File: src/rtl/arm_next_pc_predictor_defines.svh
`ifndef ARM_NEXT_PC_PREDICTOR_DEFINES_SVH
`define ARM_NEXT_PC_PREDICTOR_DEFINES_SVH

// Concurrent checks sampled on i_clk, muted while i_rst_n is low.

`define NPC_ASSERT_IMP(lbl, ante, cons, msg) \
    lbl: assert property (@(posedge i_clk) disable iff (!i_rst_n) (ante) |-> (cons)) \
        else $error(msg);

`define NPC_ASSERT_NEXT(lbl, ante, cons, msg) \
    lbl: assert property (@(posedge i_clk) disable iff (!i_rst_n) (ante) |=> (cons)) \
        else $error(msg);

`endif

File: src/rtl/arm_npc_pkg.sv
package arm_npc_pkg;

    localparam int REG_W       = 32;
    localparam int NUM_CORE    = 16;
    localparam int REG_IDX_W   = $clog2(NUM_CORE);
    localparam int ID_W        = 5;
    localparam int FUNC_W      = 2;
    localparam int S_TDATA_W   = 72;
    localparam int M_TDATA_W   = 72;

    localparam logic [ID_W-1:0]      ID_STATUS = 5'd25;
    localparam logic [REG_IDX_W-1:0] IDX_PC    = 4'd15;

    typedef enum logic [FUNC_W-1:0] {
        FN_WRITE   = 2'd0,
        FN_READ    = 2'd1,
        FN_PREDICT = 2'd2,
        FN_NONE    = 2'd3
    } t_func;

    typedef enum logic [3:0] {
        CC_EQ = 4'd0,  CC_NE = 4'd1,  CC_CS = 4'd2,  CC_CC = 4'd3,
        CC_MI = 4'd4,  CC_PL = 4'd5,  CC_VS = 4'd6,  CC_VC = 4'd7,
        CC_HI = 4'd8,  CC_LS = 4'd9,  CC_GE = 4'd10, CC_LT = 4'd11,
        CC_GT = 4'd12, CC_LE = 4'd13, CC_AL = 4'd14, CC_NV = 4'd15
    } t_cond;

    typedef enum logic {
        ST_IDLE,
        ST_EXEC
    } t_state;

    typedef struct packed {
        logic [REG_W-1:0] instr;
        logic [REG_W-1:0] write_data;
        logic [ID_W-1:0]  reg_id;
        t_func            func;
    } t_req;

    typedef struct packed {
        logic             load_needed;
        logic [REG_W-1:0] next_addr;
        logic             ok;
        logic [REG_W-1:0] read_data;
    } t_res;

endpackage

File: src/rtl/arm_next_pc_predictor.sv
// A request is accepted in the idle state and its register file RAM read is registered;
// its result is computed in the execute state and registered into the output register once
// that register is free or being drained. A new request is accepted only after the previous
// one has retired, so requests do not overlap.
// Reset (i_rst_n low, synchronous) clears the FSM, output valid, status word and the
// per-register valid bits, so all registers read as zero until written.
`include "arm_next_pc_predictor_defines.svh"

module arm_next_pc_predictor (
    input  logic                                i_clk,
    input  logic                                i_rst_n,
    input  logic                                s_axis_tvalid,
    output logic                                s_axis_tready,
    // [1:0] func, [6:2] reg_id, [38:7] write_data, [70:39] instr, [71] zero
    input  logic [arm_npc_pkg::S_TDATA_W-1:0]   s_axis_tdata,
    output logic                                m_axis_tvalid,
    input  logic                                m_axis_tready,
    // [31:0] read_data, [32] ok, [64:33] next_addr, [71:65] zero
    output logic [arm_npc_pkg::M_TDATA_W-1:0]   m_axis_tdata,
    // [0] load_needed
    output logic                                m_axis_tuser
);

    localparam int IW = arm_npc_pkg::REG_IDX_W;

    arm_npc_pkg::t_state              r_state, n_state;
    arm_npc_pkg::t_req                r_req, in_req;
    arm_npc_pkg::t_res                r_out, exec_res;
    logic                             r_out_vld;
    logic [arm_npc_pkg::NUM_CORE-1:0] r_vld;
    logic                             r_vld_a, r_vld_pc;
    logic [arm_npc_pkg::REG_W-1:0]    r_status;
    logic [IW-1:0]                    r_addr_a;

    logic                             s_acc;
    logic                             commit;
    logic [IW-1:0]                    in_addr_a, rd_addr_a;
    logic [arm_npc_pkg::REG_W-1:0]    q_a, q_pc, reg_a, reg_pc;
    logic                             wr_core;

    assign in_req = arm_npc_pkg::t_req'(s_axis_tdata[70:0]);
    assign s_acc  = s_axis_tvalid && s_axis_tready;

    // Port A address: the register id for read/write, Rn for a block load, Rm otherwise.
    always_comb begin
        if (in_req.func == arm_npc_pkg::FN_PREDICT) begin
            in_addr_a = in_req.instr[27] ? in_req.instr[19:16] : in_req.instr[3:0];
        end else begin
            in_addr_a = in_req.reg_id[IW-1:0];
        end
    end

    // Hold the address of the request in flight so a stalled result keeps its read data.
    assign rd_addr_a = (r_state == arm_npc_pkg::ST_IDLE) ? in_addr_a : r_addr_a;

    // Core registers: two copies written together, one read port each.
    arm_npc_ram #(
        .WIDTH (arm_npc_pkg::REG_W),
        .DEPTH (arm_npc_pkg::NUM_CORE)
    ) u_ram_a (
        .i_clk   (i_clk),
        .i_we    (wr_core),
        .i_waddr (r_req.reg_id[IW-1:0]),
        .i_wdata (r_req.write_data),
        .i_raddr (rd_addr_a),
        .o_rdata (q_a)
    );

    arm_npc_ram #(
        .WIDTH (arm_npc_pkg::REG_W),
        .DEPTH (arm_npc_pkg::NUM_CORE)
    ) u_ram_pc (
        .i_clk   (i_clk),
        .i_we    (wr_core),
        .i_waddr (r_req.reg_id[IW-1:0]),
        .i_wdata (r_req.write_data),
        .i_raddr (arm_npc_pkg::IDX_PC),
        .o_rdata (q_pc)
    );

    // Never-written entries read as their reset value of zero.
    assign reg_a  = r_vld_a  ? q_a  : '0;
    assign reg_pc = r_vld_pc ? q_pc : '0;

    arm_npc_exec u_exec (
        .i_req    (r_req),
        .i_reg_a  (reg_a),
        .i_pc     (reg_pc),
        .i_status (r_status),
        .o_res    (exec_res)
    );

    // Retire the request once the output register is free or being drained.
    always_comb begin
        n_state       = r_state;
        commit        = 1'b0;
        s_axis_tready = 1'b0;
        case (r_state)
            arm_npc_pkg::ST_IDLE: begin
                s_axis_tready = 1'b1;
                if (s_axis_tvalid) begin
                    n_state = arm_npc_pkg::ST_EXEC;
                end
            end
            arm_npc_pkg::ST_EXEC: begin
                if (!r_out_vld || m_axis_tready) begin
                    commit  = 1'b1;
                    n_state = arm_npc_pkg::ST_IDLE;
                end
            end
            default: begin
                n_state = arm_npc_pkg::ST_IDLE;
            end
        endcase
    end

    assign wr_core = commit && (r_req.func == arm_npc_pkg::FN_WRITE) && !r_req.reg_id[4];

    always_ff @(posedge i_clk) begin
        if (!i_rst_n) begin
            r_state <= arm_npc_pkg::ST_IDLE;
        end else begin
            r_state <= n_state;
        end
    end

    // Capture the request and the valid bits of the entries being read.
    always_ff @(posedge i_clk) begin
        if (s_acc) begin
            r_req    <= in_req;
            r_addr_a <= in_addr_a;
            r_vld_a  <= r_vld[in_addr_a];
            r_vld_pc <= r_vld[arm_npc_pkg::IDX_PC];
        end
    end

    always_ff @(posedge i_clk) begin
        if (!i_rst_n) begin
            r_vld    <= '0;
            r_status <= '0;
        end else if (commit && (r_req.func == arm_npc_pkg::FN_WRITE)) begin
            if (!r_req.reg_id[4]) begin
                r_vld[r_req.reg_id[IW-1:0]] <= 1'b1;
            end else if (r_req.reg_id == arm_npc_pkg::ID_STATUS) begin
                r_status <= r_req.write_data;
            end
        end
    end

    always_ff @(posedge i_clk) begin
        if (!i_rst_n) begin
            r_out_vld <= 1'b0;
        end else if (commit) begin
            r_out_vld <= 1'b1;
        end else if (m_axis_tready) begin
            r_out_vld <= 1'b0;
        end
    end

    always_ff @(posedge i_clk) begin
        if (commit) begin
            r_out <= exec_res;
        end
    end

    assign m_axis_tvalid = r_out_vld;
    assign m_axis_tdata  = {7'd0, r_out.next_addr, r_out.ok, r_out.read_data};
    assign m_axis_tuser  = r_out.load_needed;

    `NPC_ASSERT_NEXT(a_acc_to_exec, s_acc, r_state == arm_npc_pkg::ST_EXEC,
        "accepted request did not enter execute")
    `NPC_ASSERT_IMP(a_out_from_exec, $rose(r_out_vld),
        $past(r_state) == arm_npc_pkg::ST_EXEC, "result appeared without execute")
    `NPC_ASSERT_IMP(a_load_ok, r_out_vld && r_out.load_needed, r_out.ok,
        "load flag set on a failed result")
    `NPC_ASSERT_NEXT(a_wr_sets_valid, wr_core, r_vld[$past(r_req.reg_id[IW-1:0])],
        "core register write left entry invalid")

endmodule

File: src/rtl/arm_npc_ram.sv
module arm_npc_ram #(
    parameter int WIDTH = 32,
    parameter int DEPTH = 16
) (
    input  logic                     i_clk,
    input  logic                     i_we,
    input  logic [$clog2(DEPTH)-1:0] i_waddr,
    input  logic [WIDTH-1:0]         i_wdata,
    input  logic [$clog2(DEPTH)-1:0] i_raddr,
    output logic [WIDTH-1:0]         o_rdata
);

    logic [WIDTH-1:0] r_mem [DEPTH];
    logic [WIDTH-1:0] r_rdata;

    always_ff @(posedge i_clk) begin
        if (i_we) begin
            r_mem[i_waddr] <= i_wdata;
        end
        r_rdata <= r_mem[i_raddr];
    end

    assign o_rdata = r_rdata;

endmodule

File: src/rtl/arm_npc_exec.sv
module arm_npc_exec (
    input  arm_npc_pkg::t_req                i_req,
    input  logic [arm_npc_pkg::REG_W-1:0]    i_reg_a,
    input  logic [arm_npc_pkg::REG_W-1:0]    i_pc,
    input  logic [arm_npc_pkg::REG_W-1:0]    i_status,
    output arm_npc_pkg::t_res                o_res
);

    logic                              n_flag, z_flag, c_flag, v_flag;
    logic                              cond_ok;
    logic [arm_npc_pkg::REG_W-1:0]     ins;
    logic [arm_npc_pkg::REG_W-1:0]     pc_plus4;
    logic [arm_npc_pkg::REG_W-1:0]     br_off;
    logic                              is_branch, is_mov, is_ldm;
    logic [3:0]                        cnt;
    logic [5:0]                        cnt_x4;
    logic [arm_npc_pkg::REG_W-1:0]     ldm_addr;
    logic [arm_npc_pkg::REG_W-1:0]     pred_addr;
    logic                              pred_load;

    assign ins    = i_req.instr;
    assign n_flag = i_status[31];
    assign z_flag = i_status[30];
    assign c_flag = i_status[29];
    assign v_flag = i_status[28];

    always_comb begin
        case (arm_npc_pkg::t_cond'(ins[31:28]))
            arm_npc_pkg::CC_EQ: cond_ok = z_flag;
            arm_npc_pkg::CC_NE: cond_ok = !z_flag;
            arm_npc_pkg::CC_CS: cond_ok = c_flag;
            arm_npc_pkg::CC_CC: cond_ok = !c_flag;
            arm_npc_pkg::CC_MI: cond_ok = n_flag;
            arm_npc_pkg::CC_PL: cond_ok = !n_flag;
            arm_npc_pkg::CC_VS: cond_ok = v_flag;
            arm_npc_pkg::CC_VC: cond_ok = !v_flag;
            arm_npc_pkg::CC_HI: cond_ok = c_flag && !z_flag;
            arm_npc_pkg::CC_LS: cond_ok = !c_flag || z_flag;
            arm_npc_pkg::CC_GE: cond_ok = (n_flag == v_flag);
            arm_npc_pkg::CC_LT: cond_ok = (n_flag != v_flag);
            arm_npc_pkg::CC_GT: cond_ok = !z_flag && (n_flag == v_flag);
            arm_npc_pkg::CC_LE: cond_ok = z_flag || (n_flag != v_flag);
            arm_npc_pkg::CC_AL: cond_ok = 1'b1;
            default:            cond_ok = 1'b0;
        endcase
    end

    // Count the register list below pc, one bit per register.
    always_comb begin
        cnt = 4'd0;
        for (int i = 0; i < 15; i++) begin
            cnt = cnt + {3'd0, ins[i]};
        end
    end

    assign cnt_x4   = {cnt, 2'b00};
    assign pc_plus4 = i_pc + 32'd4;
    assign br_off   = {{6{ins[23]}}, ins[23:0], 2'b00};

    assign is_branch = (ins[27:25] == 3'b101);
    assign is_mov    = ((ins & 32'h0fa0_0000) == 32'h01a0_0000) && (ins[15:12] == 4'hf);
    assign is_ldm    = ins[27] && ins[20] && ins[15];

    // Bit 23 selects increment, bit 24 selects the "before" variants.
    always_comb begin
        if (ins[23]) begin
            ldm_addr = i_reg_a + {26'd0, cnt_x4} + (ins[24] ? 32'd4 : 32'd0);
        end else begin
            ldm_addr = ins[24] ? (i_reg_a - 32'd4) : i_reg_a;
        end
    end

    always_comb begin
        pred_load = 1'b0;
        if (!cond_ok) begin
            pred_addr = pc_plus4;
        end else if (is_branch) begin
            pred_addr = i_pc + 32'd8 + br_off;
        end else if (is_mov) begin
            pred_addr = i_reg_a;
        end else if (is_ldm) begin
            pred_addr = ldm_addr;
            pred_load = 1'b1;
        end else begin
            pred_addr = pc_plus4;
        end
    end

    always_comb begin
        o_res = '0;
        case (i_req.func)
            arm_npc_pkg::FN_WRITE: begin
                o_res.ok = (i_req.reg_id <= arm_npc_pkg::ID_STATUS);
            end
            arm_npc_pkg::FN_READ: begin
                if (i_req.reg_id[4] == 1'b0) begin
                    o_res.ok        = 1'b1;
                    o_res.read_data = i_reg_a;
                end else if (i_req.reg_id == arm_npc_pkg::ID_STATUS) begin
                    o_res.ok        = 1'b1;
                    o_res.read_data = i_status;
                end
            end
            arm_npc_pkg::FN_PREDICT: begin
                o_res.ok          = 1'b1;
                o_res.next_addr   = pred_addr;
                o_res.load_needed = pred_load;
            end
            default: begin
                o_res = '0;
            end
        endcase
    end

endmodule
File: config.mk
export PLATFORM = sky130hd
export DESIGN_NAME = arm_next_pc_predictor
export DESIGN_NICKNAME = d
export VERILOG_FILES = /design/src/rtl/arm_npc_pkg.sv /design/src/rtl/arm_next_pc_predictor.sv /design/src/rtl/arm_npc_ram.sv /design/src/rtl/arm_npc_exec.sv
export VERILOG_INCLUDE_DIRS = /design/src /design/src/rtl
export SDC_FILE = /design/constraint.sdc
export NUM_CORES = 1
export LEC_CHECK = 0
export ABC_AREA = 1
export CAP_MARGIN = 10
export CORE_MARGIN = 3
export CORE_UTILIZATION = 65
export DETAILED_ROUTE_END_ITERATION = 16
export DONT_BUFFER_PORTS = 1
export PLACE_DENSITY = 0.81
export SLEW_MARGIN = 20
export SYNTH_ARGS = -nofsm -noshare
export SYNTH_HDL_FRONTEND = slang
export SYNTH_SLANG_ARGS = --single-unit
export TNS_END_PERCENT = 20
File: constraint.sdc
create_clock -name i_clk -period 10.5 [get_ports i_clk]
set_clock_uncertainty 0.05 [all_clocks]
set_input_delay 1.05 -clock i_clk [delete_from_list [all_inputs] [get_ports i_clk]]
set_output_delay 1.05 -clock i_clk [all_outputs]
set_load 0.02 [all_outputs]
==> metrics.txt, run 1 <==
status finished clean; leak pwr 15.5 nW; most frequent cell after synthesis nand2_1; core footprint 54300 µm²; largest net degree at the start of global routing 262; total gr overflow 0; cts repair resizes 0; drt first pass iters 6; layout cells sized above 1 6.77%; chip width 241 µm; Int Pwr 5.36 mW; Commonest cells post-synth 738 x nand2_1, 655 x edfxtp_1, 477 x inv_1, 345 x nand3_1, 290 x nor2_1; Crit Path Class register to register; FMAX 0.152 GHz; Max FO, Critical Path 4; dpl cell area 36600 µm²; clk slew on worst S/H paths 0.07 ns; Final Cell Area 39300 µm²; Layout Nets 3720; leading post-synthesis cells by cell area edfxtp_1 55%, nand2_1 7.7%, dfxtp_1 6.3%; Final HPWL DP 70300 µm; initial antenna violation count 5; setup violators final 0; clk root buf clkbuf_16; number of global-route vias before repair 26900; final worst-path cycle share 62.5%; CTS tree yes; Slew @ Worst Pin 1.20 ns; post-synthesis instance area 36000 µm²; NetSw 2.07 mW; Initial Util 66.3%; Mapped Avg Cell Area 10.0 µm²; Num CTS Buffers 76; DRC Markers 0; register bit total from synthesis 769; Worst Setup Start Kind register; Mapped Cells 3598; RD Place Congestion 1.03; RSZ-0062 raised after global routing no; H-Tree Depth 3; Vias/cell 6.37; die height 241 µm; clk_lat worst skew 0.65 ns; Sequential Area 22000 µm²; IO Pins 151; port bufs 0; asr flop ratio synth 0%; DRT antenna net count 0; Hold-fix buffers, CTS 0; All-Layer GR Usage 38.8%; Critical Path RT 10.85 ns; Slew HR 19.8%; Fin Setup TNS 0 ns; synth unique cells 52; PwrDens 189 nW/µm²; Die ar. 58300 µm²; area occupied by multi-input gates 11500 µm²; Post-Route WL 113000 µm; fin. max-slew vios 0; synth warn 0; vias 27800; post-CTS setup buffers 0; Bufs on Longest Clock Path 3; MaxCap Viol Count 0; # rows 85; Seq/Total Area, Yosys 60.9%; EDFF count, synth 655; cell taking the most area after synthesis edfxtp_1; clock power share 38.6%; first-pass GRT wire length 166000 µm; crit path DAT 6.91 ns; Hold Path Class register to register; Max VDD drop 0.179 mV; initial detailed-routing violation count 4210; Comb power frac 13.9%; Wirelength per Cell 25.8 µm; top-area cell type share of the netlist area 54.6%; Sink Count 769; most used flip-flop cell after synthesis edfxtp_1; sequential fraction of design power 47.5%; Hold Vio Cnt, Final 0; Area growth, synth to finish 9.08%; CP endpoint kind register; fillcell total 3483; Final Critical Period 6.57 ns; switch share 27.9%
path summary, 6_finish.rpt:
path                                          from                             end  slack [ns]  depth (start not counted)
setup / recovery               r_req[39]$_DFFE_PP_  m_axis_tdata[52]$_SDFFCE_PP0P_        3.93                         24
hold / removal    u_ram_pc.r_mem[15][17]$_DFFE_PP_    u_ram_pc.o_rdata[17]$_DFF_P_        0.32                          0
setup reg to reg               r_req[39]$_DFFE_PP_  m_axis_tdata[52]$_SDFFCE_PP0P_        3.93                         24
hold reg to reg   u_ram_pc.r_mem[15][17]$_DFFE_PP_    u_ram_pc.o_rdata[17]$_DFF_P_        0.32                          0
cells by family after synthesis:
group	Yosys count	share of synthesized area, %
flip-flops	769	60.9
multiplexers	2	0.0556
AO/OA/AOI/OAI	564	9.95
XOR/XNOR	26	0.632
buffers and inverters	666	7.65
other	1	0.0104
adder cells (fa/ha/maj)	85	3.20
AND/OR/NAND/NOR	1485	17.6
critical path, stage by stage, from the launching register on:
cell      delay, ns
edfxtp_1       0.42
ha_1           0.31
inv_1          0.07
fa_1           0.43
fa_1           0.49
fa_1           0.54
fa_1           0.42
inv_1          0.07
ha_1           0.16
inv_1          0.06
fa_1           0.49
inv_1          0.08
ha_1           0.30
ha_1           0.20
inv_1          0.07
fa_1           0.40
o21ai_0        0.42
nand2_1        0.29
nor2_2         0.30
nand2_1        0.11
nand3_1        0.08
nand3_1        0.08
nand3_1        0.09
nand3_1        0.08
a21oi_1        0.34
per-stage QoR:
step	worst slack, ns	utilization (%)	hold slack (ns)	cells	power [mW]
after floorplan	4.95	-	0.299	3604	4.27
after global placement	4.03	67.3	0.304	4218	4.52
after detailed placement	4.01	67.3	0.305	4218	4.57
after CTS	3.97	72.2	0.310	4358	7.41
after global routing	3.60	72.3	0.318	4367	7.66
final	3.93	72.3	0.318	4368	7.43
cell type report:
cell class                 instances  area share [%]
tap                              739            2.35
sequential                       769            55.9
timing repair buffer              41           0.911
multi-input combinational       2169            29.3
clock buffer                     111            5.54
clock inverter                    29            1.23
inverter                         502            4.81
antenna                            8          0.0509
power by group through the flow:
stage,combinational [mW],clock (mW),sequential [mW]
after floorplan,0.737,0,3.53
after global placement,0.941,0,3.58
after detailed placement,0.981,0,3.59
after CTS,1.01,2.88,3.52
after global routing,1.14,2.99,3.53
final,1.03,2.87,3.53
state kept, by name (all words and copies together) (netlist names):
signal,flops
m_axis_tvalid,1
r_vld_pc,1
r_state,1
r_req,71
m_axis_tdata,65
r_vld_a,1
u_ram_a.r_mem,480
r_status,32
r_addr_a,4
r_vld,16
u_ram_pc.o_rdata,32
m_axis_tuser,1
u_ram_a.o_rdata,32
u_ram_pc.r_mem,32
routing by layer:
layer	GRT usage [%]	wire length, µm	part of all wire (%)	vias up
li1	-	-	-	12200
met1	50.0	39900	35	13100
met2	63.1	53300	47	2099
met3	8.66	13400	12	356
met4	18.6	6130	5.4	0
met5	0	0	0	-
cell usage in the layout, fill, tap and decap left out, types with 10 or more instances in the layout:
| master | Yosys | layout |
|---|---|---|
| nand2_1 | 738 | 738 |
| edfxtp_1 | 655 | 655 |
| inv_1 | 477 | 475 |
| nand3_1 | 345 | 344 |
| nor2_1 | 290 | 272 |
| o211ai_1 | 265 | 265 |
| a21oi_1 | 127 | 127 |
| o21ai_0 | 123 | 123 |
| dfxtp_1 | 114 | 114 |
| clkbuf_16 | 0 | 78 |
| ha_1 | 73 | 73 |
| buf_4 | 22 | 37 |
| nand4_1 | 29 | 29 |
| nor3_1 | 27 | 27 |
| inv_2 | 22 | 23 |
| xor2_1 | 23 | 23 |
| clkbuf_1 | 37 | 23 |
| nor2_4 | 4 | 21 |
| o21ai_1 | 15 | 13 |
| nand2_2 | 12 | 12 |
| fa_1 | 12 | 12 |
| nor2_2 | 9 | 10 |
| clkbuf_8 | 0 | 10 |
(Power assumes the default switching activity.)
==> inputs of run 2 (changes only) <==
--- a/config.mk
+++ b/config.mk
@@ -6,13 +6,13 @@
 export SDC_FILE = /design/constraint.sdc
 export NUM_CORES = 1
 export LEC_CHECK = 0
-export ABC_AREA = 1
+export ABC_AREA = 0
 export CAP_MARGIN = 10
 export CORE_MARGIN = 3
-export CORE_UTILIZATION = 65
+export CORE_UTILIZATION = 64
 export DETAILED_ROUTE_END_ITERATION = 16
 export DONT_BUFFER_PORTS = 1
-export PLACE_DENSITY = 0.81
+export PLACE_DENSITY = 0.8
 export SLEW_MARGIN = 20
 export SYNTH_ARGS = -nofsm -noshare
 export SYNTH_HDL_FRONTEND = slang
==> constraint.sdc (replaced) <==
create_clock -name i_clk -period 6.6 [get_ports i_clk]
set_clock_uncertainty 0.05 [all_clocks]
set_input_delay 0.66 -clock i_clk [delete_from_list [all_inputs] [get_ports i_clk]]
set_output_delay 0.66 -clock i_clk [all_outputs]
set_load 0.02 [all_outputs]
==> metrics.txt, run 2 <==
FMAX 0.157 GHz; top-area cell type share of the netlist area 58.6%; leading post-synthesis cells by cell area edfxtp_1 59%, mux4_2 8.9%, dfxtp_1 6.8%; first-pass GRT wire length 132000 µm; Final HPWL DP 53700 µm; dpl cell area 34300 µm²; initial antenna violation count 0; Initial Util 65.0%; post-synthesis compound-gate area fraction 8.52%; core footprint 51600 µm²; Final Critical Period 6.37 ns; Worst Setup Start Kind register; Mapped Cells 2304; post-synthesis instance area 33600 µm²; simple-gate share of the synthesized area 9.01%; Slew HR 33.6%; H-Tree Depth 3; Top reg by flops u_ram_a.r_mem; fillcell total 3141; most frequent cell after synthesis edfxtp_1; Fin Setup TNS 0 ns; Wirelength per Cell 28.5 µm; fin. max-slew vios 0; cell taking the most area after synthesis edfxtp_1; Hold Path Class input pin to register; setup violators final 0; final worst-path cycle share 96.6%; DRT antenna net count 0; chip width 235 µm; most used flip-flop cell after synthesis edfxtp_1; port bufs 0; synth warn 0; EDFF count, synth 655; hold path endpoint r_req[30]$_DFFE_PP_; adder-cell share of the synthesized area 3.44%; hold path depth 0; clk slew on worst S/H paths 0.07 ns; PwrDens 310 nW/µm²; number of global-route vias before repair 20800; asr flop ratio synth 0%; drt first pass iters 6; initial detailed-routing violation count 2726; max FFs per register 480; Die ar. 55200 µm²; Slew @ Worst Pin 0.996 ns; reg-to-reg critical path startpoint r_req[39]$_DFFE_PP_; Num CTS Buffers 76; Post-Route WL 86900 µm; leak pwr 12.5 nW; Max FO, Critical Path 4; Vias/cell 6.82; IO Pins 151; clk_lat worst skew 0.63 ns; Commonest cells post-synth 655 x edfxtp_1, 255 x nand2_1, 143 x nor2_1, 132 x mux4_2, 114 x dfxtp_1; Mapped Avg Cell Area 14.6 µm²; synth unique cells 82; Max VDD drop 0.257 mV; clk root buf clkbuf_16; Layout Nets 2468; r2r endpoint m_axis_tdata[64]$_SDFFCE_PP0P_; layout cells sized above 1 15.8%; vias 20800; RSZ-0062 raised after global routing yes; DRC Markers 0; All-Layer GR Usage 31.7%; commonest non-fill, non-tap cell in the layout edfxtp_1; Crit Path Class register to register; commonest cells after routing, fill and taps aside 655 x edfxtp_1, 255 x nand2_1, 132 x nor2_1, 132 x mux4_2, 114 x dfxtp_1; Critical Path RT 6.92 ns; status finished clean; # rows 83; Hold Vio Cnt, Final 0; Bufs on Longest Clock Path 3; register bit total from synthesis 769; crit path DAT 6.70 ns; reg2reg setup slack 0.23 ns; CP endpoint kind register; Final Cell Area 36900 µm²; post-synthesis xor/xnor area fraction 1.67%; total gr overflow 0; main combinational cell family by area after synthesis multiplexers; RD Place Congestion 0.965; multiplexer area fraction after synthesis 9.25%; Seq/Total Area, Yosys 65.4%; Design Power 11.5 mW; largest net degree at the start of global routing 102; Hold-fix buffers, CTS 0; CTS tree yes; Sink Count 769; Reg2Reg Depth 25; die height 235 µm; MaxCap Viol Count 0; crit path launch r_req[39]$_DFFE_PP_; Area growth, synth to finish 9.95%; Hold Path Origin s_axis_tdata[30]
run 2: repair_timing:
action	in CTS	in global routing
endpoints found under the setup margin	1	23
pin swaps	11	10
gates resized for setup	6	11
buffers inserted	4	0
run 2: stage by stage:
step | setup WS, ns | hold slack [ns] | cells | utilization [%]
final | 0.226 | 0.0714 | 3050 | 71.5
after global routing | -0.0409 | 0.0441 | 3048 | 71.5
after CTS | 0.00973 | 0.0379 | 3048 | 71.4
after detailed placement | -0.0150 | 0.307 | 2905 | 66.4
after global placement | 0.156 | 0.303 | 2905 | 66.4
after floorplan | 0.699 | 0.293 | 2310 | -
run 2: per-layer routing:
layer | global-route usage, % | wire, µm
met4 | 13.4 | 3720
met1 | 45.0 | 34100
met3 | 6.55 | 8740
met2 | 48.5 | 40400
met5 | 0 | 0
run 2: area by class of cell:
| type | count | area [µm²] | area share [%] |
|---|---|---|---|
| Inverter | 58 | 218 | 0.590 |
| Multi-Input combinational cell | 1355 | 11000 | 29.7 |
| Clock inverter | 47 | 536 | 1.45 |
| Sequential cell | 769 | 22000 | 59.5 |
| Antenna cell | 2 | 5.00 | 0.0136 |
| Clock buffer | 92 | 2000 | 5.43 |
| Tap cell | 680 | 851 | 2.31 |
| Timing Repair Buffer | 47 | 382 | 1.03 |
run 2: logic make-up (layout without fill, tap and decap cells):
logic type,after synthesis,count (layout)
AO/OA/AOI/OAI,412,412
adder cells (fa/ha/maj),85,85
XOR/XNOR,64,64
multiplexers,145,145
buffers and inverters,186,244
flip-flops,769,769
other,1,9
AND/OR/NAND/NOR,642,642
run 2: where the power goes:
group | internal (mW) | leakage (nW) | switching, mW | total (mW)
logic | 0.591 | 4.32 | 0.840 | 1.43
registers | 5.40 | 6.94 | 0.215 | 5.61
clock network | 2.54 | 1.23 | 1.87 | 4.41
run 2: worst max path at each step:
stage / endpoint / slack (ns) / cells after the start
6_report: m_axis_tdata[64]$_SDFFCE_PP0P_ / 0.23 / 25
2_1_floorplan: m_axis_tdata[58]$_SDFFCE_PP0P_ / 0.70 / 24
4_1_cts: m_axis_tdata[64]$_SDFFCE_PP0P_ / 0.01 / 25
5_1_grt: m_axis_tdata[64]$_SDFFCE_PP0P_ / -0.04 / 25
3_3_place_gp: m_axis_tdata[64]$_SDFFCE_PP0P_ / 0.16 / 25
3_5_place_dp: m_axis_tdata[64]$_SDFFCE_PP0P_ / -0.02 / 25
run 2: worst max-delay path: stages, from the launching register on:
cell	delay, ns
edfxtp_1	0.40
ha_1	0.32
inv_2	0.04
fa_1	0.48
fa_1	0.50
fa_1	0.55
fa_1	0.43
inv_1	0.07
ha_2	0.17
inv_1	0.05
fa_2	0.56
inv_2	0.05
ha_1	0.27
ha_2	0.17
inv_1	0.05
fa_2	0.34
nand2b_4	0.15
a21oi_2	0.11
buf_4	0.13
and4b_1	0.23
nand4_1	0.16
or3_1	0.36
a21oi_2	0.18
xnor2_2	0.09
a2bb2oi_2	0.13
o31ai_1	0.08
